[src/rtl/shlex_pkg.sv]
package shlex_pkg;

    localparam int MAX_RES = 4;
    localparam int CNT_W   = $clog2(MAX_RES + 1);
    localparam int RES_IW  = $clog2(MAX_RES);

    localparam logic [7:0] CH_SPACE = 8'h20;
    localparam logic [7:0] CH_TAB   = 8'h09;
    localparam logic [7:0] CH_NL    = 8'h0a;
    localparam logic [7:0] CH_PIPE  = 8'h7c;
    localparam logic [7:0] CH_AMP   = 8'h26;
    localparam logic [7:0] CH_SEMI  = 8'h3b;
    localparam logic [7:0] CH_LPAR  = 8'h28;
    localparam logic [7:0] CH_RPAR  = 8'h29;
    localparam logic [7:0] CH_LT    = 8'h3c;
    localparam logic [7:0] CH_GT    = 8'h3e;
    localparam logic [7:0] CH_SQUOT = 8'h27;
    localparam logic [7:0] CH_DQUOT = 8'h22;

    typedef enum logic [1:0] {
        M_IDLE  = 2'd0,
        M_WORD  = 2'd1,
        M_OP    = 2'd2,
        M_QUOTE = 2'd3
    } t_mode;

    typedef enum logic [2:0] {
        K_WORD   = 3'd0,
        K_OP     = 3'd1,
        K_IN     = 3'd2,
        K_OUT    = 3'd3,
        K_APPEND = 3'd4,
        K_END    = 3'd5,
        K_ERROR  = 3'd6
    } t_kind;

    typedef struct packed {
        logic [7:0] tok_char;
        t_kind      kind;
        logic       tok_first;
        logic       tok_last;
        logic       empty_tok;
    } t_tok;

    typedef struct packed {
        logic [CNT_W-1:0]     count;
        t_tok [MAX_RES-1:0]   toks;
    } t_bundle;

endpackage

[src/rtl/shlex_front.sv]
module shlex_front import shlex_pkg::*; (
    input  logic       i_clk,
    input  logic       i_rst_n,
    input  logic       i_valid,
    output logic       o_ready,
    input  logic [7:0] i_ch,
    input  logic       i_has_char,
    input  logic       i_line_end,
    input  logic       i_q_full,
    output logic       o_push,
    output t_bundle    o_bundle
);

    t_mode       r_mode, n_mode;
    logic [7:0]  r_qb, n_qb;
    logic        r_hv, n_hv;
    logic [7:0]  r_hb, n_hb;
    t_kind       r_hk, n_hk;
    logic        r_hf, n_hf;
    logic        r_qhb, n_qhb;

    logic        c_blank, c_meta, c_quote, c_opstart, c_gt, c_lt, c_paren;
    logic        c_eq_q, c_eq_h, s_go;
    logic [CNT_W-1:0] cnt;
    t_tok [MAX_RES-1:0] toks;
    t_kind       pair_kind;
    logic        accept;

    function automatic t_tok mk_tok(logic [7:0] ch, t_kind k, logic f, logic l, logic e);
        t_tok t;
        t.tok_char  = ch;
        t.kind      = k;
        t.tok_first = f;
        t.tok_last  = l;
        t.empty_tok = e;
        return t;
    endfunction

    // byte classes
    assign c_blank   = (i_ch == CH_SPACE) || (i_ch == CH_TAB) || (i_ch == CH_NL);
    assign c_opstart = (i_ch == CH_PIPE) || (i_ch == CH_AMP) || (i_ch == CH_SEMI);
    assign c_gt      = (i_ch == CH_GT);
    assign c_lt      = (i_ch == CH_LT);
    assign c_paren   = (i_ch == CH_LPAR) || (i_ch == CH_RPAR);
    assign c_meta    = c_blank || c_opstart || c_gt || c_lt || c_paren;
    assign c_quote   = (i_ch == CH_SQUOT) || (i_ch == CH_DQUOT);
    assign c_eq_q    = (i_ch == r_qb);
    assign c_eq_h    = r_hv && (i_ch == r_hb);
    assign pair_kind = c_gt ? K_APPEND : K_OP;

    // byte is handled as the start of a new token
    always_comb begin
        s_go = 1'b0;
        if (i_has_char) begin
            unique case (r_mode)
                M_IDLE:  s_go = 1'b1;
                M_WORD:  s_go = c_meta;
                M_OP:    s_go = !c_eq_h;
                M_QUOTE: s_go = 1'b0;
                default: s_go = 1'b0;
            endcase
        end
    end

    // next state after the byte (line end handled at the register)
    always_comb begin
        n_mode = r_mode;
        n_qb   = r_qb;
        n_hv   = r_hv;
        n_hb   = r_hb;
        n_hk   = r_hk;
        n_hf   = r_hf;
        n_qhb  = r_qhb;
        if (i_has_char) begin
            unique case (r_mode)
                M_QUOTE: begin
                    if (c_eq_q) begin
                        n_hv   = 1'b0;
                        n_hb   = '0;
                        n_hk   = K_WORD;
                        n_hf   = 1'b0;
                        n_qhb  = 1'b0;
                        n_mode = M_IDLE;
                    end else begin
                        n_hv  = 1'b1;
                        n_hb  = i_ch;
                        n_hk  = K_WORD;
                        n_hf  = !r_qhb;
                        n_qhb = 1'b1;
                    end
                end
                M_WORD: begin
                    if (!c_meta) begin
                        n_hv = 1'b1;
                        n_hb = i_ch;
                        n_hk = K_WORD;
                        n_hf = !r_hv;
                    end
                end
                M_OP: begin
                    if (c_eq_h) begin
                        n_hv   = 1'b0;
                        n_hb   = '0;
                        n_hk   = K_WORD;
                        n_hf   = 1'b0;
                        n_mode = M_IDLE;
                    end
                end
                M_IDLE: begin
                end
                default: begin
                end
            endcase
            if (s_go) begin
                n_hv   = 1'b0;
                n_hb   = '0;
                n_hk   = K_WORD;
                n_hf   = 1'b0;
                n_mode = M_IDLE;
                if (c_quote) begin
                    n_mode = M_QUOTE;
                    n_qb   = i_ch;
                    n_qhb  = 1'b0;
                end else if (c_opstart || c_gt) begin
                    n_hv   = 1'b1;
                    n_hb   = i_ch;
                    n_hk   = c_gt ? K_OUT : K_OP;
                    n_hf   = 1'b1;
                    n_mode = M_OP;
                end else if (!(c_blank || c_lt || c_paren)) begin
                    n_hv   = 1'b1;
                    n_hb   = i_ch;
                    n_hk   = K_WORD;
                    n_hf   = 1'b1;
                    n_mode = M_WORD;
                end
            end
        end
    end

    // results of the item
    always_comb begin
        cnt  = '0;
        toks = '0;
        if (i_has_char) begin
            unique case (r_mode)
                M_QUOTE: begin
                    if (c_eq_q) begin
                        if (r_hv) begin
                            toks[cnt[RES_IW-1:0]] = mk_tok(r_hb, r_hk, r_hf, 1'b1, 1'b0);
                            cnt = cnt + 1'b1;
                        end else if (!r_qhb) begin
                            toks[cnt[RES_IW-1:0]] = mk_tok('0, K_WORD, 1'b1, 1'b1, 1'b1);
                            cnt = cnt + 1'b1;
                        end
                    end else if (r_hv) begin
                        toks[cnt[RES_IW-1:0]] = mk_tok(r_hb, r_hk, r_hf, 1'b0, 1'b0);
                        cnt = cnt + 1'b1;
                    end
                end
                M_WORD: begin
                    if (r_hv) begin
                        toks[cnt[RES_IW-1:0]] = mk_tok(r_hb, r_hk, r_hf, c_meta, 1'b0);
                        cnt = cnt + 1'b1;
                    end
                end
                M_OP: begin
                    if (c_eq_h) begin
                        toks[cnt[RES_IW-1:0]] = mk_tok(r_hb, pair_kind, 1'b1, 1'b0, 1'b0);
                        cnt = cnt + 1'b1;
                        toks[cnt[RES_IW-1:0]] = mk_tok(i_ch, pair_kind, 1'b0, 1'b1, 1'b0);
                        cnt = cnt + 1'b1;
                    end else if (r_hv) begin
                        toks[cnt[RES_IW-1:0]] = mk_tok(r_hb, r_hk, 1'b1, 1'b1, 1'b0);
                        cnt = cnt + 1'b1;
                    end
                end
                M_IDLE: begin
                end
                default: begin
                end
            endcase
            if (s_go) begin
                if (c_lt) begin
                    toks[cnt[RES_IW-1:0]] = mk_tok(i_ch, K_IN, 1'b1, 1'b1, 1'b0);
                    cnt = cnt + 1'b1;
                end else if (c_paren) begin
                    toks[cnt[RES_IW-1:0]] = mk_tok(i_ch, K_OP, 1'b1, 1'b1, 1'b0);
                    cnt = cnt + 1'b1;
                end
            end
        end
        if (i_line_end) begin
            // flush: error for an open quote, else the held byte; then end marker
            if (n_mode == M_QUOTE) begin
                toks[cnt[RES_IW-1:0]] = mk_tok('0, K_ERROR, 1'b1, 1'b1, 1'b0);
                cnt = cnt + 1'b1;
            end else if (n_hv) begin
                toks[cnt[RES_IW-1:0]] = mk_tok(n_hb, n_hk, n_hf, 1'b1, 1'b0);
                cnt = cnt + 1'b1;
            end
            toks[cnt[RES_IW-1:0]] = mk_tok('0, K_END, 1'b1, 1'b1, 1'b0);
            cnt = cnt + 1'b1;
        end
    end

    assign o_ready         = !i_q_full;
    assign accept          = i_valid && o_ready;
    assign o_push          = accept && (cnt != '0);
    assign o_bundle.count  = cnt;
    assign o_bundle.toks   = toks;

    always_ff @(posedge i_clk) begin
        if (!i_rst_n || (accept && i_line_end)) begin
            r_mode <= M_IDLE;
            r_qb   <= '0;
            r_hv   <= 1'b0;
            r_hb   <= '0;
            r_hk   <= K_WORD;
            r_hf   <= 1'b0;
            r_qhb  <= 1'b0;
        end else if (accept) begin
            r_mode <= n_mode;
            r_qb   <= n_qb;
            r_hv   <= n_hv;
            r_hb   <= n_hb;
            r_hk   <= n_hk;
            r_hf   <= n_hf;
            r_qhb  <= n_qhb;
        end
    end

endmodule

[src/rtl/shlex_queue.sv]
module shlex_queue import shlex_pkg::*; #(
    parameter int DEPTH = 4
) (
    input  logic    i_clk,
    input  logic    i_rst_n,
    input  logic    i_push,
    input  t_bundle i_data,
    output logic    o_full,
    input  logic    i_pop,
    output logic    o_empty,
    output t_bundle o_head
);

    localparam int AW = (DEPTH > 1) ? $clog2(DEPTH) : 1;
    localparam int CW = $clog2(DEPTH + 1);

    t_bundle         r_mem [DEPTH];
    logic [AW-1:0]   r_wr, n_wr;
    logic [AW-1:0]   r_rd, n_rd;
    logic [CW-1:0]   r_cnt;
    logic            do_push, do_pop;

    assign o_full  = (r_cnt == CW'(DEPTH));
    assign o_empty = (r_cnt == '0);
    assign o_head  = r_mem[r_rd];
    assign do_push = i_push && !o_full;
    assign do_pop  = i_pop && !o_empty;
    assign n_wr    = (r_wr == AW'(DEPTH - 1)) ? '0 : r_wr + 1'b1;
    assign n_rd    = (r_rd == AW'(DEPTH - 1)) ? '0 : r_rd + 1'b1;

    always_ff @(posedge i_clk) begin
        if (do_push) begin
            r_mem[r_wr] <= i_data;
        end
    end

    always_ff @(posedge i_clk) begin
        if (!i_rst_n) begin
            r_wr  <= '0;
            r_rd  <= '0;
            r_cnt <= '0;
        end else begin
            if (do_push) begin
                r_wr <= n_wr;
            end
            if (do_pop) begin
                r_rd <= n_rd;
            end
            if (do_push && !do_pop) begin
                r_cnt <= r_cnt + 1'b1;
            end else if (do_pop && !do_push) begin
                r_cnt <= r_cnt - 1'b1;
            end
        end
    end

endmodule

[src/rtl/shlex_back.sv]
module shlex_back import shlex_pkg::*; (
    input  logic    i_clk,
    input  logic    i_rst_n,
    input  logic    i_empty,
    input  t_bundle i_head,
    output logic    o_pop,
    output logic    o_valid,
    input  logic    i_ready,
    output t_tok    o_tok,
    output logic    o_run_end
);

    logic [RES_IW-1:0] r_idx;
    logic              take;

    assign o_valid   = !i_empty;
    assign o_tok     = i_head.toks[r_idx];
    assign o_run_end = ({1'b0, r_idx} + 1'b1) == CNT_W'(i_head.count);
    assign take      = o_valid && i_ready;
    // release the bundle once its last word is taken
    assign o_pop     = take && o_run_end;

    always_ff @(posedge i_clk) begin
        if (!i_rst_n) begin
            r_idx <= '0;
        end else if (take) begin
            r_idx <= o_run_end ? '0 : r_idx + 1'b1;
        end
    end

endmodule

[src/rtl/shell_command_lexer_core.sv]
// Channel  Dir  tdata           tuser                                     tlast
// s_axis   in   ch[7:0]         has_char                                  line_end
// m_axis   out  tok_char[7:0]   kind[2:0], tok_first, tok_last, empty_tok run_end
//
// One input word is accepted per cycle while the result queue has room.
// Each input word yields zero to three result words; they leave one per cycle
// while the receiver is ready.
// The first result word is offered at the earliest the cycle after its input word.
// The queue holds QUEUE_DEPTH result groups and decouples input from output.
// Reset is synchronous and active low; it clears the lexer state and the queue.
module shell_command_lexer_core import shlex_pkg::*; #(
    parameter int QUEUE_DEPTH = 4
) (
    input  logic       i_clk,
    input  logic       i_rst_n,
    input  logic       s_axis_tvalid,
    output logic       s_axis_tready,
    input  logic [7:0] s_axis_tdata,   // ch
    input  logic       s_axis_tuser,   // has_char
    input  logic       s_axis_tlast,
    output logic       m_axis_tvalid,
    input  logic       m_axis_tready,
    output logic [7:0] m_axis_tdata,   // tok_char
    output logic [5:0] m_axis_tuser,   // kind[2:0], tok_first, tok_last, empty_tok
    output logic       m_axis_tlast
);

    logic    q_full, q_empty, q_push, q_pop;
    t_bundle q_in, q_head;
    t_tok    out_tok;

    shlex_front u_front (
        .i_clk      (i_clk),
        .i_rst_n    (i_rst_n),
        .i_valid    (s_axis_tvalid),
        .o_ready    (s_axis_tready),
        .i_ch       (s_axis_tdata),
        .i_has_char (s_axis_tuser),
        .i_line_end (s_axis_tlast),
        .i_q_full   (q_full),
        .o_push     (q_push),
        .o_bundle   (q_in)
    );

    shlex_queue #(
        .DEPTH (QUEUE_DEPTH)
    ) u_queue (
        .i_clk   (i_clk),
        .i_rst_n (i_rst_n),
        .i_push  (q_push),
        .i_data  (q_in),
        .o_full  (q_full),
        .i_pop   (q_pop),
        .o_empty (q_empty),
        .o_head  (q_head)
    );

    shlex_back u_back (
        .i_clk     (i_clk),
        .i_rst_n   (i_rst_n),
        .i_empty   (q_empty),
        .i_head    (q_head),
        .o_pop     (q_pop),
        .o_valid   (m_axis_tvalid),
        .i_ready   (m_axis_tready),
        .o_tok     (out_tok),
        .o_run_end (m_axis_tlast)
    );

    assign m_axis_tdata = out_tok.tok_char;
    assign m_axis_tuser = {out_tok.empty_tok, out_tok.tok_last, out_tok.tok_first,
                           out_tok.kind};

`ifndef NO_ASSERTIONS
    a_empty_after_reset: assert property (@(posedge i_clk)
        !i_rst_n |=> !m_axis_tvalid)
        else $error("output valid right after reset");

    a_end_closes_run: assert property (@(posedge i_clk) disable iff (!i_rst_n)
        (m_axis_tvalid && (m_axis_tuser[2:0] == K_END)) |-> m_axis_tlast)
        else $error("end marker is not the last word of its item");

    a_error_then_end: assert property (@(posedge i_clk) disable iff (!i_rst_n)
        (m_axis_tvalid && m_axis_tready && (m_axis_tuser[2:0] == K_ERROR))
        |=> (m_axis_tvalid && (m_axis_tuser[2:0] == K_END)))
        else $error("error marker not followed by end marker");

    a_empty_token_shape: assert property (@(posedge i_clk) disable iff (!i_rst_n)
        (m_axis_tvalid && m_axis_tuser[5])
        |-> (m_axis_tuser[3] && m_axis_tuser[4] && (m_axis_tuser[2:0] == K_WORD)))
        else $error("empty token with wrong flags");
`endif

endmodule

[config.mk]
export PLATFORM = sky130hd
export DESIGN_NAME = shell_command_lexer_core
export DESIGN_NICKNAME = d
export VERILOG_FILES = /design/src/rtl/shlex_pkg.sv /design/src/rtl/shlex_front.sv /design/src/rtl/shlex_queue.sv /design/src/rtl/shlex_back.sv /design/src/rtl/shell_command_lexer_core.sv
export SDC_FILE = /design/constraint.sdc
export NUM_CORES = 1
export LEC_CHECK = 0
export ABC_CLOCK_PERIOD_IN_PS = 9120
export BUFFER_PORTS_ARGS = -buffer_cell sky130_fd_sc_hd__buf_4
export CORE_MARGIN = 4
export CORE_UTILIZATION = 47
export DETAILED_ROUTE_END_ITERATION = 10
export PLACE_DENSITY = 0.69
export SLEW_MARGIN = 15
export SYNTH_ARGS = -nofsm -noshare
export SYNTH_HDL_FRONTEND = slang
export SYNTH_SLANG_ARGS = --single-unit
[constraint.sdc]
create_clock -name i_clk -period 9.12 [get_ports i_clk]
set_clock_uncertainty 0.2 [all_clocks]
set_input_delay 0.456 -clock i_clk [delete_from_list [all_inputs] [get_ports i_clk]]
set_output_delay 0.456 -clock i_clk [all_outputs]
set_load 0.05 [all_outputs]
; ---- Word level (Yosys, flattened, before mapping)
; Memory sizes are Yosys's and may differ from the RTL's. A register that Yosys moved wholly into a read port is not among the register bits.
; Index checks and enable logic that the tools add are counted.
[word_totals]
reg_bits = 33
mem_bits_rw = 236
input_bits = 14
out_inout_bits = 17
word_cells = 198
n_memories = 1
[op_classes]
add_sub_neg = 9
order_cmp = 7
n_eq_ne = 22
n_mux = 101
bitwise_logic = 6
reduce_logical = 41
[memory_table]
columns = memory, words, word_bits, rd, rd_ports_with_merged_regs, wr, line_no
row1 = u_queue.r_mem, 4, 59, 1, 1, 1, shlex_queue.sv:17  ; t_bundle r_mem [DEPTH];
[ops]
columns = op, count
row1 = $mux 56, 8
row2 = $mux 14, 14
row3 = $bwmux 56, 3
row4 = $demux 14 s2, 3
row5 = $and 40x40->40, 2
row6 = $not 40->40, 2
row7 = $eq 8x6->1 const B, 9
row8 = $mux 8, 8
row9 = $mux 3, 21
row10 = $pmux 14 s3, 1
row11 = $or 16x16->16, 2
row12 = $bmux 14 s2, 1
row13 = $mux 2, 13
row14 = $pmux 8 s3, 1
row15 = $mux 1, 22
row16 = $pmux 3 s3, 2
row17 = $eq 8x4->1 const B, 2
row18 = $eq 8x8->1, 2
row19 = $logic_or 1x1->1, 14
row20 = $logic_and 1x1->1, 13
row21 = $add 3x1->3 const B, 4
row22 = $lt 2x3->1 const B, 4
row23 = $eq 2x2->1 const B, 5
row24 = $eq 8x7->1 const B, 1
row25 = other kinds (17), 29

; ---- Depth between registers and ports, before layout
; Gate-level depths: netlist of run 1.
[logic_depth]
depth_word = 24
mapped_depth = 23
depth_no_buf = 19

; ---- By module
; A second synthesis of run 1 with hierarchy kept.
[unflattened]
hier_cells = 874
area_unflattened_um2 = 12811.0
[by_module_without_submodules]
columns = mod, n_inst, cells_each, area_per_inst_um2, seq_area_each_um2
row1 = shlex_queue, 1, 360, 9001.1, 7267.0
row2 = shlex_front, 1, 480, 3273.1, 480.5
row3 = shlex_back, 1, 34, 536.8, 40.0

; ---- Worst setup path after synthesis of run 1
; Ideal clock, no wire load.
[synth_timing]
path_kind = input -> register
from = input port s_axis_tdata[7]
to = memory u_queue.r_mem[0][0] in the netlist's numbering, enable pin
setup_time_ns = 0.420
t_arrival_ns = 4.687
required_ns = 8.500
setup_slack_ns = 3.814
path_stages = 18
n_path_buf = 4
cell_sequence = buf_6 > nand4bb_1 > a211o_1 > and3_1 > buf_6 > a41oi_4 > nand4_1 > and2_1 > buf_6 > a21oi_1 > inv_1 > ha_1 > clkbuf_1 > xor2_1 > nor3b_1 > nand4_1 > nor3b_4 > and2_1
[synth_via]
elab_chain_cells = 22
word_cells_on_any_way = 69
cone_classes = add/sub: 3 / eq/ne: 15 / mux: 33 / reduce/logical: 18
[synth_rtl]
columns = item, line_no
row1 = from (decl), shell_command_lexer_core.sv:18  ; input logic [7:0] s_axis_tdata,
row2 = branches (longest 16 deep; another with $add 3x1->3), n/a
row3 = $mux 3 *, shlex_front.sv:193  ; if (i_line_end) begin
row4 = $reduce_bool 3->1 *, shlex_front.sv:209  ; assign o_push = accept && (cnt != '0);
row5 = $logic_and 1x1->1 *, shlex_front.sv:209
row6 = $logic_and 1x1->1 *, shlex_queue.sv:26  ; assign do_push = i_push && !o_full;
row7 = named net u_queue.do_push, shlex_queue.sv:21  ; logic do_push, do_pop;
row8 = $mux 1 *, shlex_queue.sv:32  ; if (do_push) begin
row9 = $mux 1 (implied by the code) *, shlex_queue.sv:33  ; r_mem[r_wr] <= i_data;
row10 = to (decl), shlex_queue.sv:17
; Mark *: on every way through the listed nets, which the timed path passes. The select of a mux whose other input is x is not followed.

; ---- Worst setup path in the final report of run 1
[layout_timing]
from = register u_front.r_mode[1]
to = register u_queue.r_cnt[2]
[layout_via]
elab_chain_cells = 20
word_cells_on_any_way = 36
cone_classes = add/sub: 3 / eq/ne: 4 / mux: 21 / reduce/logical: 8
[layout_rtl]
columns = item, line_no
row1 = from (decl), shlex_front.sv:14  ; t_mode r_mode, n_mode;
row2 = from (signal assigned), shlex_front.sv:223  ; r_mode <= n_mode;
row3 = $eq 2x2->1 or $eq 2x1->1 (tied branches), "shlex_front.sv:55, shlex_front.sv:75, shlex_front.sv:146"
row4 = $pmux 3 s3, shlex_front.sv:146  ; unique case (r_mode)
row5 = $mux 3, shlex_front.sv:145  ; if (i_has_char) begin
row6 = $add 3x1->3, "shlex_front.sv:186, shlex_front.sv:189"
row7 = $mux 3, shlex_front.sv:187  ; end else if (c_paren) begin
row8 = $mux 3, shlex_front.sv:184  ; if (c_lt) begin
row9 = $mux 3, shlex_front.sv:183  ; if (s_go) begin
row10 = $mux 3, shlex_front.sv:145
row11 = (+5 left out), n/a
row12 = $mux 3 *, shlex_front.sv:193
row13 = $reduce_bool 3->1 *, shlex_front.sv:209
row14 = $logic_and 1x1->1 *, shlex_front.sv:209
row15 = $logic_and 1x1->1 *, shlex_queue.sv:26
row16 = named net u_queue.do_push, shlex_queue.sv:21
row17 = $logic_not 1->1, shlex_queue.sv:51  ; end else if (do_pop && !do_push) begin
row18 = $logic_and 1x1->1, shlex_queue.sv:51
row19 = $reduce_bool 2->1 (no line), n/a
row20 = to (signal assigned), shlex_queue.sv:50  ; r_cnt <= r_cnt + 1'b1;
row21 = to (signal assigned), shlex_queue.sv:52  ; r_cnt <= r_cnt - 1'b1;
row22 = to (decl), shlex_queue.sv:20  ; logic [CW-1:0] r_cnt;
; Mark *: on every way through the listed nets, which the timed path passes. The rest lies on a longest branch. The select of a mux whose other input is x is not followed.
; A chain may end at the register's enable or synchronous reset.

==> results.py, run 1 <==
metrics = {
    "clocking": {
        "cts_setup_buffers": 0,
        "cts_hold_buf": 0,
        "clk_pin_slew_ns": 0.06,
        "clock_path_buffers": 3,
        "cts_tree": "done",
        "clock_sinks": 259,
        "clockRootBuffer": "clkbuf_16",
        "ctsResizeCount": 0,
        "cts_max_level": 1,
        "worstSkewPairLatency_ns": 0.52,
        "numCtsBuffers": 26,
    },
    "worst_setup_path": {
        "cp.arrival_ns": 5.60,
        "cp.depth": 18,
        "cpPeakStageDelay_ns": 0.72,
        "crit_family": "simple AND/OR/NAND/NOR gates",
        "ff2ff_setup_slack_ns": 3.76,
        "endpoint_kind": "flip-flop",
        "critical_path_buf_inv_count": 2,
        "r2r.worst_path.cells": 18,
        "criticalPathCategory": "flip-flop to flip-flop",
        "reg2reg_to": "u_queue.r_cnt[2]$_SDFFE_PN0P_",
        "crit_path_max_fanout": 18,
        "startpoint": "u_front.r_mode[1]$_SDFFE_PP0P_",
        "cp_slowest_cell": "dfxtp_1",
        "cp_common_cell": "ha_1",
        "crit_path_end": "u_queue.r_cnt[2]$_SDFFE_PN0P_",
        "r2r-start": "u_front.r_mode[1]$_SDFFE_PP0P_",
        "setup.worst_path.start_class": "flip-flop",
        "cp.required_ns": 9.36,
        "cp_cell_sequence": "nor2_1 > nor2b_1 > nand2_1 > a21oi_2 > ha_1 > a21oi_1 > inv_1 > ha_1 > xor2_1 > nor3b_1 > nand4_1 > nor3b_4 > ha_1 > inv_1 > fa_1 > xor2_1 > or3_1 > a21boi_0",
    },
    "yosys": {
        "synthTopCellsByArea": "edfxtp_1 56%, mux4_2 13%, dfxtp_1 5.8%",
        "synth_most_common_cell": "edfxtp_1",
        "synth_common_cells": "224 x edfxtp_1, 69 x mux4_2, 67 x nand2_1",
        "yosysTopAreaCellShare": 0.5612,
        "yosysUniqueCellTypes": 82,
        "ys_warn_count": 0,
        "synth_seq_area_share": 0.6197,
        "ys_ff_latch": 259,
        "syn_area_per_cell_um2": 15.02,
        "synth_area_leader_cell": "edfxtp_1",
        "synth_area_um2": 11990,
        "async_flop_share": 0,
        "synthCells": 798,
        "synth-edff-count": 224,
        "ys.flop_type": "edfxtp_1",
    },
    "final_layout": {
        "area_growth_syn_to_layout_pct": 11.94,
        "nNetsFinal": 877,
        "drive_gt1_frac": 0.2120,
        "utilization": 0.5343,
        "antenna_cells": 0,
    },
    "global_routing": {
        "grt_pass1_wl_um": 39560,
        "grtUsageMet2": 0.2945,
        "global_route.usage.met3": 0.02691,
        "grt_max_degree": 57,
        "busiest_layer": "met2",
        "antenna_found_initial": 0,
        "grt_usage": 0.1791,
        "first_global_vias": 6857,
        "grt_use_met1": 0.2566,
        "overflow": 0,
    },
    "detailed_routing": {
        "drtIter0Drc": 588,
        "drc_errors": 0,
        "viasPerCell": 5.731,
        "vias": 6866,
        "ant_nets": 0,
        "wl_um": 25200,
        "drt-pass1-iter-count": 4,
        "wl_per_cell_um": 21.04,
    },
    "hold_path": {
        "worstHoldPathType": "primary input to flip-flop",
        "hp-start": "i_rst_n",
    },
    "sta": {
        "worst_slew_pin_slew_ns": 1.135,
        "rsz0062_at_grt": "false",
        "period_share": 0.5872,
        "worst_hold_slack_ns": 0.05786,
        "setup_tns_ns": 0,
        "fin_crit_ns": 5.355,
        "slew_headroom": 0.2406,
        "hold_violations": 0,
        "setup_viol": 0,
        "fin_ws_ns": 3.765,
        "finalMaxSlewViolations": 0,
        "fmax_mhz": 186.7,
    },
    "flow_run": {
        "drv_cap": 0,
    },
    "floorplanning": {
        "rows": 58,
        "coreArea_um2": 25110,
        "die_w_um": 167.7,
        "ios": 31,
        "die_area_um2": 28120,
        "die_h_um": 167.7,
        "start_util": 0.4773,
    },
    "place": {
        "port_buffers": 30,
        "place_ws_ns": 3.655,
        "gp_congestion": 0.9732,
        "dpl.hpwl_um": 16160,
    },
    "pwr": {
        "p_per_area_nw_per_um2": 204.6,
        "p_leak_nw": 4.352,
        "peakVddDrop_uv": 134.4,
    },
    "outcome": {
        "status": "complete, no violations",
    },
}
## cells by family (layout without fill, tap and decap cells)
group                    after synthesis  in the layout  synth area share
XOR/XNOR                              27             27           0.01973
flip-flops                           259            259            0.6197
buffers and inverters                 66            101           0.02610
other                                  2             37         0.0006266
AND/OR/NAND/NOR                      236            236            0.1049
AO/OA/AOI/OAI                        115            115           0.07506
adder cells (fa/ha/maj)               15             15           0.01629
multiplexers                          78             78            0.1376
## flip-flops by register name, summed over array words and instances (netlist names), 3 cells and up, named ones only
signal	count
u_front.r_hb	8
u_front.r_hk	3
u_queue.r_mem	224
u_queue.r_cnt	3
u_front.r_qb	8
## through the flow
| step | area [µm²] | power, mW | cells |
|---|---|---|---|
| 2_1_floorplan | 12120 | 1.640 | 833 |
| 3_3_place_gp | 12570 | 1.731 | 1150 |
| 3_5_place_dp | 12570 | 1.735 | 1150 |
| 4_1_cts | 13420 | 2.772 | 1198 |
| 5_1_grt | 13420 | 2.860 | 1198 |
| 6_report | 13420 | 2.745 | 1198 |
## power breakdown
part	switching, mW	leakage [nW]	internal (mW)
logic	0.227	1.60	0.132
registers	0.0209	2.34	1.33
clock network	0.419	0.408	0.619
## area by class of cell
type / instances / area (µm²)
fill: 2056 / 11690
sequential: 259 / 7432
multi-input combinational: 508 / 4382
clock buffer: 39 / 740.7
tap: 330 / 412.9
timing repair buffer: 39 / 292.8
clock inverter: 9 / 103.9
inverter: 14 / 52.55
## worst register-to-register path: stages, from the launching register on
cell      delay, ns
dfxtp_1        0.72
nor2_1         0.15
nor2b_1        0.54
nand2_1        0.15
a21oi_2        0.43
ha_1           0.32
a21oi_1        0.25
inv_1          0.12
ha_1           0.32
xor2_1         0.19
nor3b_1        0.07
nand4_1        0.09
nor3b_4        0.33
ha_1           0.25
inv_1          0.07
fa_1           0.44
xor2_1         0.18
or3_1          0.30
a21boi_0       0.18
## layer usage
layer	vias up	part of all wire
met1	3457	0.44
met5	-	0
met3	32	0.055
li1	3186	-
met4	0	0.017
met2	191	0.49
## cell usage in the layout, fill, tap and decap left out, types with 5 or more instances in the layout
| master | n |
|---|---|
| dfxtp_1 | 33 |
| clkbuf_1 | 10 |
| a31oi_1 | 8 |
| nand4_1 | 9 |
| mux2i_1 | 8 |
| xnor2_1 | 13 |
| nand2_1 | 67 |
| o21ai_0 | 16 |
| xor2_1 | 14 |
| conb_1 | 37 |
| a21oi_1 | 23 |
| nor2_1 | 39 |
| edfxtp_1 | 224 |
| and3_1 | 7 |
| nor2b_1 | 13 |
| inv_1 | 12 |
| or3_1 | 7 |
| and2_1 | 18 |
| mux4_2 | 69 |
| nand3_1 | 24 |
| a211oi_1 | 7 |
| clkbuf_16 | 27 |
| a2bb2oi_1 | 5 |
| nor3_1 | 12 |
| ha_1 | 14 |
| buf_4 | 39 |
## worst min path at each step
stage	end	cells after the start	slack, ns
final	u_queue.r_cnt[0]$_SDFFE_PN0P_	2	0.06
after global routing	u_queue.r_wr[0]$_SDFFE_PN0P_	3	0.06
after CTS	u_queue.r_cnt[0]$_SDFFE_PN0P_	2	0.05
after detailed placement	u_front.r_hk[2]$_SDFFE_PP0P_	2	0.26
after global placement	u_front.r_hk[2]$_SDFFE_PP0P_	2	0.26
after floorplan	u_front.r_hk[2]$_SDFFE_PP0P_	2	0.23
(Power assumes the default switching activity.)
==> run 2, diff against run 1 <==
- ABC_CLOCK_PERIOD_IN_PS: 9120 -> 4800
- PLACE_DENSITY: 0.69 -> 0.71
- clock period: 9.12 -> 4.8 ns (I/O delays scaled with it)
==> results.py, run 2 (synthesized netlist as in run 1, its figures left out) <==
metrics = {
    "final_layout": {
        "area_growth_syn_to_layout_pct": 15.44,
        "drive_gt1_frac": 0.2297,
        "largestRegisters": "u_queue.r_mem: 224 flops, u_front.r_hb: 8 flops, u_front.r_qb: 8 flops",
        "stdcell_area_um2": 13840,
        "final_cells": 1227,
        "largest_register_ffs": 224,
        "regMostFlops": "u_queue.r_mem",
        "nNetsFinal": 907,
        "layout_commonest_cell": "edfxtp_1",
        "mostFrequentLayoutCells": "224 x edfxtp_1, 69 x mux4_2, 67 x nand2_1, 53 x buf_4, 39 x nor2_1",
        "antenna_cells": 0,
    },
    "place": {
        "gp_congestion": 0.9849,
        "dpl.hpwl_um": 16930,
        "dp_cells": 1166,
        "placedInstanceArea_um2": 12740,
        "port_buffers": 30,
    },
    "worst_setup_path": {
        "criticalPathCategory": "primary input to flip-flop",
        "cp.arrival_ns": 4.81,
        "cp_cell_sequence": "dlygate4sd3_1 > buf_4 > or2_4 > a211o_1 > buf_4 > o21ai_1 > o21ai_0 > and3_1 > ha_1 > a21oi_2 > inv_1 > ha_1 > xor2_1 > nor3b_1 > nand4_1 > nor3b_4 > ha_2 > inv_1 > fa_1 > xor2_1 > or3_1 > a21boi_0",
        "crit_family": "adder cells",
        "cp_slowest_cell": "dlygate4sd3_1",
        "setup.worst_path.start_class": "primary input",
        "crit_path_max_fanout": 15,
        "critical_path_buf_inv_count": 5,
        "cp.required_ns": 5.05,
        "cpPeakStageDelay_ns": 0.53,
        "endpoint_kind": "flip-flop",
    },
    "floorplanning": {
        "die_area_um2": 28120,
        "coreArea_um2": 25110,
        "rows": 58,
        "die_h_um": 167.7,
        "ios": 31,
        "die_w_um": 167.7,
        "start_util": 0.4773,
    },
    "detailed_routing": {
        "drt-pass1-iter-count": 5,
        "viasPerCell": 5.826,
        "drc_errors": 0,
        "wl_per_cell_um": 21.29,
        "ant_nets": 0,
        "vias": 7149,
        "wl_um": 26120,
        "drtIter0Drc": 671,
    },
    "global_routing": {
        "grt_usage": 0.1855,
        "grt_pass1_wl_um": 41350,
        "overflow": 0,
        "first_global_vias": 7131,
        "grt_max_degree": 57,
        "antenna_found_initial": 0,
    },
    "clocking": {
        "clk_pin_slew_ns": 0.06,
        "clockRootBuffer": "clkbuf_16",
        "worstSkewPairLatency_ns": 0.53,
        "cts_max_level": 1,
        "clock_path_buffers": 3,
        "cts_tree": "done",
        "numCtsBuffers": 26,
        "clock_sinks": 259,
    },
    "pwr": {
        "total_power_mw": 5.403,
        "peakVddDrop_uv": 259.2,
        "p_leak_nw": 4.545,
        "p_per_area_nw_per_um2": 390.5,
    },
    "sta": {
        "setup_viol": 0,
        "worst_hold_slack_ns": 0.1551,
        "fmax_mhz": 219.1,
        "finalMaxSlewViolations": 0,
        "slew_headroom": 0.2596,
        "fin_crit_ns": 4.564,
        "setup_tns_ns": 0,
        "worst_slew_pin_slew_ns": 1.107,
        "period_share": 0.9508,
        "hold_violations": 0,
    },
    "flow_run": {
        "drv_cap": 0,
    },
    "hold_path": {
        "worstHoldPathType": "primary input to flip-flop",
    },
    "outcome": {
        "status": "complete, no violations",
    },
}
==> run 2: timing repair <==
item | 4_1_cts | 5_1_grt
gates resized for setup | 0 | 11
hold buffers | 12 | 0
endpoints found under the setup margin | 0 | 42
hold endpoints to repair | 23 | 0
setup buffers | 0 | 2
==> run 2: area by class of cell <==
class / instances / area (µm²)
fillers: 2038 / 11270
flip-flops and latches: 259 / 7432
multi-input cells: 508 / 4442
clock buffers: 31 / 690.7
repair buffers: 69 / 598.1
well taps: 330 / 412.9
clock inverters: 16 / 207.7
inverters: 14 / 52.55
==> run 2: power breakdown <==
group	switching (mW)	internal, mW	leakage [nW]
Combinational	0.453	0.275	1.77
Clock	0.826	1.29	0.435
Sequential	0.0366	2.52	2.34
==> run 2: path summary, 6_finish.rpt <==
check                                             startpoint                             end  slack (ns)  cells after the start
worst max-delay path                         s_axis_tdata[2]   u_queue.r_cnt[2]$_SDFFE_PN0P_        0.24                     22
worst min-delay path                            s_axis_tlast  u_queue.r_mem[1][47]$_DFFE_PP_        0.16                      2
worst max register to register  u_front.r_hb[7]$_SDFFE_PP0P_   u_queue.r_cnt[2]$_SDFFE_PN0P_        0.32                     19
worst min register to register  u_front.r_hk[2]$_SDFFE_PP0P_    u_front.r_hk[2]$_SDFFE_PP0P_        0.27                      2
==> run 2: routing by layer <==
layer  up-vias  part of all wire  global-route usage  routed length (µm)
met1      3565              0.43              0.2669               11310
met4         0             0.025             0.05011                 663
li1       3248                 -                   -                   -
met3        56             0.060             0.02762                1567
met2       280              0.48              0.2998               12580
met5         -                 0                   0                   0
==> run 2: through the flow <==
stage                 util  setup WS (ns)
finish              0.5510         0.2360
global route        0.5510     -0.0004623
global placement    0.5075         0.2298
detailed placement  0.5075        0.06990
floorplan                -         0.1505
CTS                 0.5480        0.07550
==> run 3, diff against run 2 <==
- CORE_ASPECT_RATIO: default -> 0.75
==> results.py, run 3 (synthesized netlist as in run 1, its figures left out) <==
metrics = {
    "outcome": {
        "status": "complete, no violations",
    },
    "worst_setup_path": {
        "crit_family": "simple AND/OR/NAND/NOR gates",
        "critical_path_buf_inv_count": 5,
        "setup.worst_path.start_class": "primary input",
        "ff2ff_setup_slack_ns": 0.33,
        "cp.arrival_ns": 4.86,
        "r2r-start": "u_front.r_hb[3]$_SDFFE_PP0P_",
        "crit_path_max_fanout": 13,
        "cp_cell_sequence": "dlygate4sd3_1 > buf_6 > nand3b_1 > a211o_1 > buf_4 > o21ai_1 > o21ai_0 > and3_1 > ha_1 > a21oi_2 > inv_1 > ha_2 > nor2_1 > nand3_1 > nor3_2 > nor3b_4 > ha_2 > inv_1 > fa_2 > xor2_1 > or3_1 > a21boi_1",
        "endpoint_kind": "flip-flop",
        "cpPeakStageDelay_ns": 0.56,
        "criticalPathCategory": "primary input to flip-flop",
        "cp.required_ns": 5.04,
        "cp_slowest_cell": "dlygate4sd3_1",
        "r2r.worst_path.cells": 19,
        "reg2reg_to": "u_queue.r_cnt[2]$_SDFFE_PN0P_",
    },
    "hold_path": {
        "worstHoldPathType": "primary input to flip-flop",
        "hold-path-cell-count": 4,
        "hold-path-endpoint": "u_front.r_hf$_SDFFE_PP0P_",
        "hp-start": "s_axis_tuser",
    },
    "pwr": {
        "total_power_mw": 5.148,
        "p_per_area_nw_per_um2": 372.3,
        "p_leak_nw": 4.555,
        "peakVddDrop_uv": 263.8,
    },
    "final_layout": {
        "fill_cells": 2022,
        "area_growth_syn_to_layout_pct": 15.38,
        "mostFrequentLayoutCells": "224 x edfxtp_1, 69 x mux4_2, 67 x nand2_1, 67 x buf_4, 38 x nor2_1",
        "regMostFlops": "u_queue.r_mem",
        "nNetsFinal": 921,
        "largest_register_ffs": 224,
        "drive_gt1_frac": 0.2472,
        "layout_commonest_cell": "edfxtp_1",
        "final_cells": 1244,
        "largestRegisters": "u_queue.r_mem: 224 flops, u_front.r_hb: 8 flops, u_front.r_qb: 8 flops",
        "antenna_cells": 0,
    },
    "clocking": {
        "worstSkewPairLatency_ns": 0.52,
        "clk_pin_slew_ns": 0.06,
        "numCtsBuffers": 25,
        "clock_sinks": 259,
        "clock_path_buffers": 3,
        "cts_tree": "done",
        "clockRootBuffer": "clkbuf_16",
        "cts_max_level": 1,
    },
    "global_routing": {
        "antenna_found_initial": 0,
        "grt_usage": 0.1955,
        "grt_pass1_wl_um": 42500,
        "overflow": 0,
        "first_global_vias": 7132,
        "grt_max_degree": 46,
    },
    "sta": {
        "fmax_mhz": 216.3,
        "setup_tns_ns": 0,
        "hold_violations": 0,
        "period_share": 0.9631,
        "finalMaxSlewViolations": 0,
        "worst_hold_slack_ns": 0.04928,
        "rsz0062_at_grt": "false",
        "worst_slew_pin_slew_ns": 0.8791,
        "setup_viol": 0,
        "fin_crit_ns": 4.623,
        "slew_headroom": 0.4104,
    },
    "detailed_routing": {
        "wl_per_cell_um": 21.93,
        "vias": 7167,
        "drtIter0Drc": 794,
        "viasPerCell": 5.761,
        "drc_errors": 0,
        "wl_um": 27280,
        "ant_nets": 0,
        "drt-pass1-iter-count": 5,
    },
    "floorplanning": {
        "die_w_um": 192.4,
        "coreArea_um2": 25020,
        "start_util": 0.4790,
        "die_h_um": 146.3,
        "die_area_um2": 28150,
        "rows": 50,
        "ios": 31,
    },
    "place": {
        "dp_cells": 1189,
        "port_buffers": 30,
        "dpl.hpwl_um": 18410,
        "gp_congestion": 0.9643,
    },
    "flow_run": {
        "drv_cap": 0,
    },
}
-- run 3: changes by cell type in the layout (fill, tap and decap cells not counted), sizes merged --
cell / previous run / this run
dlygate4sd3: 12 / 11
clkinv: 9 / 11
inv: 15 / 13
buf: 57 / 73
clkbuf: 31 / 27
bufinv: 5 / 2
clkinvlp: 1 / 2
-- run 3: final cells by class --
cell class                      instances  area, µm²  share of cell area
Timing Repair Buffer                   84      724.4             0.05239
Tap cell                              338      422.9             0.03058
Sequential cell                       259       7432              0.5375
Clock buffer                           27      633.1             0.04578
Clock inverter                         14      123.9            0.008958
Multi-Input combinational cell        508       4439              0.3210
Inverter                               14      52.55            0.003800
-- run 3: worst max-delay path by stage --
stage / from / slack [ns] / to / cells past startpoint
final: s_axis_tdata[0] / 0.18 / u_queue.r_cnt[2]$_SDFFE_PN0P_ / 22
after CTS: s_axis_tdata[0] / 0.07 / u_queue.r_cnt[2]$_SDFFE_PN0P_ / 21
after floorplan: s_axis_tdata[7] / 0.15 / u_queue.r_cnt[2]$_SDFFE_PN0P_ / 23
after global routing: s_axis_tdata[6] / 0.01 / u_queue.r_cnt[2]$_SDFFE_PN0P_ / 22
after detailed placement: s_axis_tdata[0] / 0.1 / u_queue.r_cnt[2]$_SDFFE_PN0P_ / 20
after global placement: s_axis_tdata[0] / 0.20 / u_queue.r_cnt[2]$_SDFFE_PN0P_ / 19
-- run 3: worst reg2reg max path, stage by stage, from the launching register on --
cell	delay [ns]
dfxtp_1	0.41
xnor2_1	0.14
nand4_1	0.24
o31a_1	0.41
a41oi_4	0.25
nand4_1	0.16
and2_4	0.21
a21oi_2	0.14
inv_1	0.08
ha_2	0.34
nor2_1	0.05
nand3_1	0.09
nor3_2	0.06
nor3b_4	0.31
ha_2	0.25
inv_1	0.06
fa_2	0.38
xor2_1	0.18
or3_1	0.31
a21boi_1	0.13
-- run 3: metal layers --
layer | share of wire | global-route usage
met2 | 0.46 | 0.2869
met5 | 0 | 0
met4 | 0.023 | 0.04633
met3 | 0.062 | 0.02892
met1 | 0.46 | 0.3098
-- run 3: report_power, final --
group / total, mW / switching, mW / leakage [nW] / internal [mW]
Combinational: 0.745 / 0.463 / 1.84 / 0.282
Clock: 1.85 / 0.793 / 0.369 / 1.05
Sequential: 2.56 / 0.0376 / 2.34 / 2.52
Total: 5.15 / 1.29 / 4.55 / 3.85
-- run 3: metrics by stage --
| step | worst slack (ns) | area [µm²] | util |
|---|---|---|---|
| 5_1_grt | 0.01390 | 13830 | 0.5526 |
| 2_1_floorplan | 0.1505 | 12120 | - |
| 4_1_cts | 0.07443 | 13740 | 0.5493 |
| 3_5_place_dp | 0.09818 | 12880 | 0.5146 |
| 3_3_place_gp | 0.1973 | 12880 | 0.5146 |
| 6_report | 0.1773 | 13830 | 0.5526 |
-- run 3: repair_timing --
action,in CTS,in global routing
hold buffers,11,0
setup buffers,0,3
endpoints found under the hold margin,20,0
setup endpoints to repair,0,8
gates resized for setup,0,15
